`config.mk`:
```
export PLATFORM = sky130hd
export DESIGN_NAME = fpa_out
export DESIGN_NICKNAME = d
export VERILOG_FILES = /design/src/rtl/fpa_pkg.sv /design/src/rtl/fpa_out.sv
export SDC_FILE = /design/constraint.sdc
export NUM_CORES = 1
export LEC_CHECK = 0
export ABC_AREA = 1
export BUFFER_PORTS_ARGS = -buffer_cell sky130_fd_sc_hd__buf_2
export CAP_MARGIN = 20
export CORE_MARGIN = 2
export CORE_UTILIZATION = 45
export CTS_CLUSTER_DIAMETER = 30
export DETAILED_ROUTE_END_ITERATION = 8
export PLACE_DENSITY_LB_ADDON = 0.12
export SYNTH_ARGS = -nofsm -noshare
export SYNTH_HDL_FRONTEND = slang
export SYNTH_SLANG_ARGS = --single-unit
```
`constraint.sdc`:
```
create_clock -name i_clk -period 4.75 [get_ports i_clk]
set_input_delay 0.95 -clock i_clk [delete_from_list [all_inputs] [get_ports i_clk]]
set_output_delay 0.95 -clock i_clk [all_outputs]
set_load 0.01 [all_outputs]
```
`src/rtl/fpa_pkg.sv`:
```
// ----------------------------------------------------------------------------
// fpa_pkg
// Shared codes, sideband record and saturation helpers of the fixed-point ALU.
// ----------------------------------------------------------------------------
package fpa_pkg;

    localparam int FRAC_BITS_DEF = 8;

    localparam logic [3:0] ACT_ADD = 4'd0;
    localparam logic [3:0] ACT_SUB = 4'd1;
    localparam logic [3:0] ACT_MUL = 4'd2;
    localparam logic [3:0] ACT_DIV = 4'd3;
    localparam logic [3:0] ACT_MIN = 4'd4;
    localparam logic [3:0] ACT_MAX = 4'd5;
    localparam logic [3:0] ACT_INC = 4'd6;
    localparam logic [3:0] ACT_DEC = 4'd7;
    localparam logic [3:0] ACT_I2F = 4'd8;
    localparam logic [3:0] ACT_F2I = 4'd9;

    // per-item data that rides along the divider pipeline
    typedef struct packed {
        logic [3:0]  act;
        logic        gt;
        logic        lt;
        logic        eq;
        logic        neg;
        logic        dz;
        logic [31:0] res;
        logic        ovf;
        logic [31:0] mag_a;
        logic [31:0] mag_b;
        logic [63:0] prod;
    } t_side;

    // returns {overflow, result}
    function automatic logic [32:0] sat_val(input logic signed [63:0] v);
        logic [32:0] o;
        if (v > $signed(64'h0000_0000_7FFF_FFFF)) begin
            o = {1'b1, 32'h7FFF_FFFF};
        end else if (v < $signed(64'hFFFF_FFFF_8000_0000)) begin
            o = {1'b1, 32'h8000_0000};
        end else begin
            o = {1'b0, v[31:0]};
        end
        return o;
    endfunction

    // signed magnitude to saturated two's complement, returns {overflow, result}
    function automatic logic [32:0] sat_mag(input logic neg, input logic [64:0] mag);
        logic [32:0] o;
        logic [64:0] m;
        m = 65'd0 - mag;
        if (neg) begin
            if (mag > 65'h0_8000_0000) begin
                o = {1'b1, 32'h8000_0000};
            end else begin
                o = {1'b0, m[31:0]};
            end
        end else begin
            if (mag > 65'h0_7FFF_FFFF) begin
                o = {1'b1, 32'h7FFF_FFFF};
            end else begin
                o = {1'b0, mag[31:0]};
            end
        end
        return o;
    endfunction

endpackage

```
`src/rtl/fpa_out.sv`:
```
// ----------------------------------------------------------------------------
// fpa_out
// Final stage: rounds product and quotient, saturates, selects the result.
// ----------------------------------------------------------------------------
module fpa_out #(
    parameter int FRAC_BITS = fpa_pkg::FRAC_BITS_DEF
) (
    input  logic                   i_clk,
    input  logic                   i_en,
    input  fpa_pkg::t_side         i_side,
    input  logic [32+FRAC_BITS-1:0] i_quo,
    input  logic [32:0]            i_rem,
    output logic [31:0]            o_result,
    output logic                   o_a_greater,
    output logic                   o_a_less,
    output logic                   o_a_equal,
    output logic                   o_overflow,
    output logic                   o_divide_by_zero
);
    import fpa_pkg::*;

    localparam int NW = 32 + FRAC_BITS;

    logic [63:0] mul_q;
    logic [NW:0] div_q;
    logic        up;
    logic [32:0] mul_s;
    logic [32:0] div_s;
    logic [32:0] n_sel;

    always_comb begin
        mul_q = (i_side.prod + (64'd1 << (FRAC_BITS - 1))) >> FRAC_BITS;
        // round half away: bump when twice the remainder reaches the divisor
        up    = {i_rem, 1'b0} >= {2'b00, i_side.mag_b};
        div_q = {1'b0, i_quo} + {{NW{1'b0}}, up};
        mul_s = sat_mag(i_side.neg, {1'b0, mul_q});
        div_s = sat_mag(i_side.neg, {{(64-NW){1'b0}}, div_q});
        case (i_side.act)
            ACT_MUL: n_sel = mul_s;
            ACT_DIV: n_sel = i_side.dz ? 33'd0 : div_s;
            default: n_sel = {i_side.ovf, i_side.res};
        endcase
    end

    always_ff @(posedge i_clk) begin
        if (i_en) begin
            o_result         <= n_sel[31:0];
            o_overflow       <= n_sel[32];
            o_a_greater      <= i_side.gt;
            o_a_less         <= i_side.lt;
            o_a_equal        <= i_side.eq;
            o_divide_by_zero <= i_side.dz;
        end
    end

endmodule

```
==> impl_metrics.ini <==
[logic_synthesis]
syn_area_um2 = 9832
synthXorXnorAreaFrac = 0.02583
synth_fp_nets = 2170
ys_warn_count = 0
ys.flop_type = edfxtp_1
synthMuxAreaShare = 0
postSynth.asyncResetShare = 0
synth_top_family_by_area = simple AND/OR/NAND/NOR gates
synth-seq-cells = 37
synth-simple-area-share = 0.6382
ys_seq_area_frac = 0.1130
syn_avg_cell_area_um2 = 5.210
synth_cells = 1887
synthAdderAreaFrac = 0.04836
yosysUniqueCellTypes = 41
synth_enable_flop_cells = 37
synth_compound_area_frac = 0.05714

[die]
io_pins = 282
num_rows = 54
core_area_um2 = 21620
start_util = 0.4547
die_area_um2 = 23050
die_h_um = 151.8
die_width_um = 151.8

[drt]
detail-route-antenna-nets = 0
vias = 13010
first_pass_iters = 6
drcViolationCount = 0
drt_iter0_drc = 950
wl_mm = 36.25
wl_per_cell_um = 14.52
drt-vias-per-instance = 5.208

[grt]
grt_max_degree = 41
antenna_found_initial = 0
grt_pass1_wl_mm = 56.87
overflow = 0
track_usage = 0.2950
grt_pass1_vias = 11480

[cts]
cts_buffers = 5
cts_hold_buf = 0
cts_tree = yes
clk_pin_slew_ns = 0.06
clk_path_buf_depth = 2
cts_root_buffer = clkbuf_16
htree_levels = 2
clock-sinks = 37

[worst_setup_path]
crit_path_start_kind = input pin
crit_slowest_cell = ha_4
critPathArrivalTime_ns = 4.61
crit_required_ns = 4.78
end_kind = flip-flop
cp-startpoint = i_side[81]
slowest_delay_ns = 0.27
critPathKind = input pin to flip-flop
worst-path-buf-inv = 9
cp_common_cell = nand2_1
crit_family = simple AND/OR/NAND/NOR gates
path_depth = 34
endpoint = o_result[10]
path_max_fanout = 8

[sta]
final_max_slew_viol_count = 0
slew_headroom = 0.4432
setup_ws_ns = 0.1734
finalCritPeriodShare = 0.9635
setup_tns_ns = 0
max_slew.worst_pin.slew_ns = 0.8321
fmax_ghz = 0.2185
setup_viol = 0
hold_ws_ns = 0.8553
post-route-min-period_ns = 4.577
hold_viol_final = 0
rsz0062_at_grt = true

[outcome]
status = completed

[final_layout]
nets = 2499
fin_util = 0.5845
n_antenna_cell = 0
drive_above_1_share = 0.2364
fillers = 2286
area_growth_pct = 28.53
layout_commonest_cell = nand2_1
final_cell_mix = 676 x nand2_1, 286 x nor2_1, 242 x inv_1, 238 x buf_2, 195 x nand3_1

[worst_hold_path]
hold_path_class = input pin to flip-flop

[power]
max-vdd-ir-drop_mv = 0.1696
power_per_cell_area_nw_per_um2 = 117.4
power.leakage_nw = 6.467

[place]
dp_slack_ns = -0.3571
io_buffer_count = 242
place_congestion = 0.9733
hpwl_mm = 30.83

[job]
cap_violations = 0
through the flow:
stage / area, um^2 / std cells / power [mW]
after floorplan: 9832 / 1887 / 0.7754
after global placement: 12100 / 2485 / 1.075
after detailed placement: 12100 / 2485 / 1.085
after CTS: 12270 / 2493 / 1.447
after global routing: 12640 / 2497 / 1.589
final: 12640 / 2497 / 1.484
layer usage:
metal | vias to the layer above | routed length, um | part of all wire | global-route usage
met4 | 0 | 1194 | 0.033 | 0.09702
li1 | 6645 | - | - | -
met3 | 64 | 2673 | 0.074 | 0.03223
met1 | 5790 | 16400 | 0.45 | 0.4160
met5 | - | 0 | 0 | 0
met2 | 506 | 15980 | 0.44 | 0.4715
cell families (layout without fill, tap and decap cells):
logic type | after synthesis | count (layout)
adders and majority gates | 38 | 38
AOI/OAI and AO/OA | 99 | 99
and+or+nand+nor | 1391 | 1391
buffers and inverters | 293 | 623
xor gates and xnor gates | 29 | 29
DFF | 37 | 37
registers in the layout (all words and copies together) (netlist names):
name	flops
o_result	32
o_a_equal	1
o_a_greater	1
o_a_less	1
o_divide_by_zero	1
o_overflow	1
final cells by class:
class                      instances  area (um^2)  area share
timing repair buffer             360         2205      0.1745
inverter                         255        964.7     0.07634
sequential                        37         1111     0.08792
clock inverter                     3        41.29    0.003267
multi-input combinational       1557         7840      0.6204
tap                              280        350.3     0.02772
clock buffer                       5        125.1    0.009901
worst min path at each step:
stage,depth (start not counted),from,to,slack (ns)
after global routing,1,i_side[163],o_a_equal,0.84
after global placement,1,i_side[164],o_a_less,1.13
after CTS,1,i_side[163],o_a_equal,0.85
after detailed placement,1,i_side[163],o_a_equal,1.13
after floorplan,0,i_side[163],o_a_equal,1.05
final,1,i_side[163],o_a_equal,0.86
synthesized netlist by cell type, types with 2 or more instances:
cell      number  area share
nand2_1      683        0.26
nor2_1       295        0.11
inv_1        245       0.094
nand3_1      203        0.10
nand4_1       64       0.041
o21ai_0       39       0.020
ha_1          38       0.048
edfxtp_1      37        0.11
a21oi_1       32       0.016
nand2_2       32       0.020
nor2_2        29       0.018
nand3b_1      25       0.019
xor2_1        21       0.019
nor2_4        19       0.022
clkbuf_1      17      0.0065
nor3_1        14      0.0071
buf_2         13      0.0066
o21bai_1      11      0.0084
inv_2          9      0.0034
xnor2_1        8      0.0071
and2_1         6      0.0038
nor2_8         6       0.012
buf_6          5      0.0057
nand2_4        5      0.0057
nand3_2        5      0.0051
o21ai_1        4      0.0020
a31oi_1        3      0.0019
nand3_4        3      0.0053
buf_1          2     0.00076
o211ai_1       2      0.0015
o22ai_1        2      0.0013
repair_timing:
action | CTS | global route
setup buffers | 0 | 3
pin swaps | 1 | 34
cloned | 0 | 1
hold endpoints to repair | 0 | 0
endpoints found under the setup margin | 16 | 33
gates resized for setup | 3 | 70
report_power, final:
part           total [mW]  internal, mW  switching [mW]  leakage, nW
logic               0.720         0.283           0.436         6.03
registers           0.402         0.394         0.00762        0.361
clock network       0.363         0.245           0.117       0.0775
total                1.48         0.923           0.561         6.47
Power figures use the tool's default switching activity.
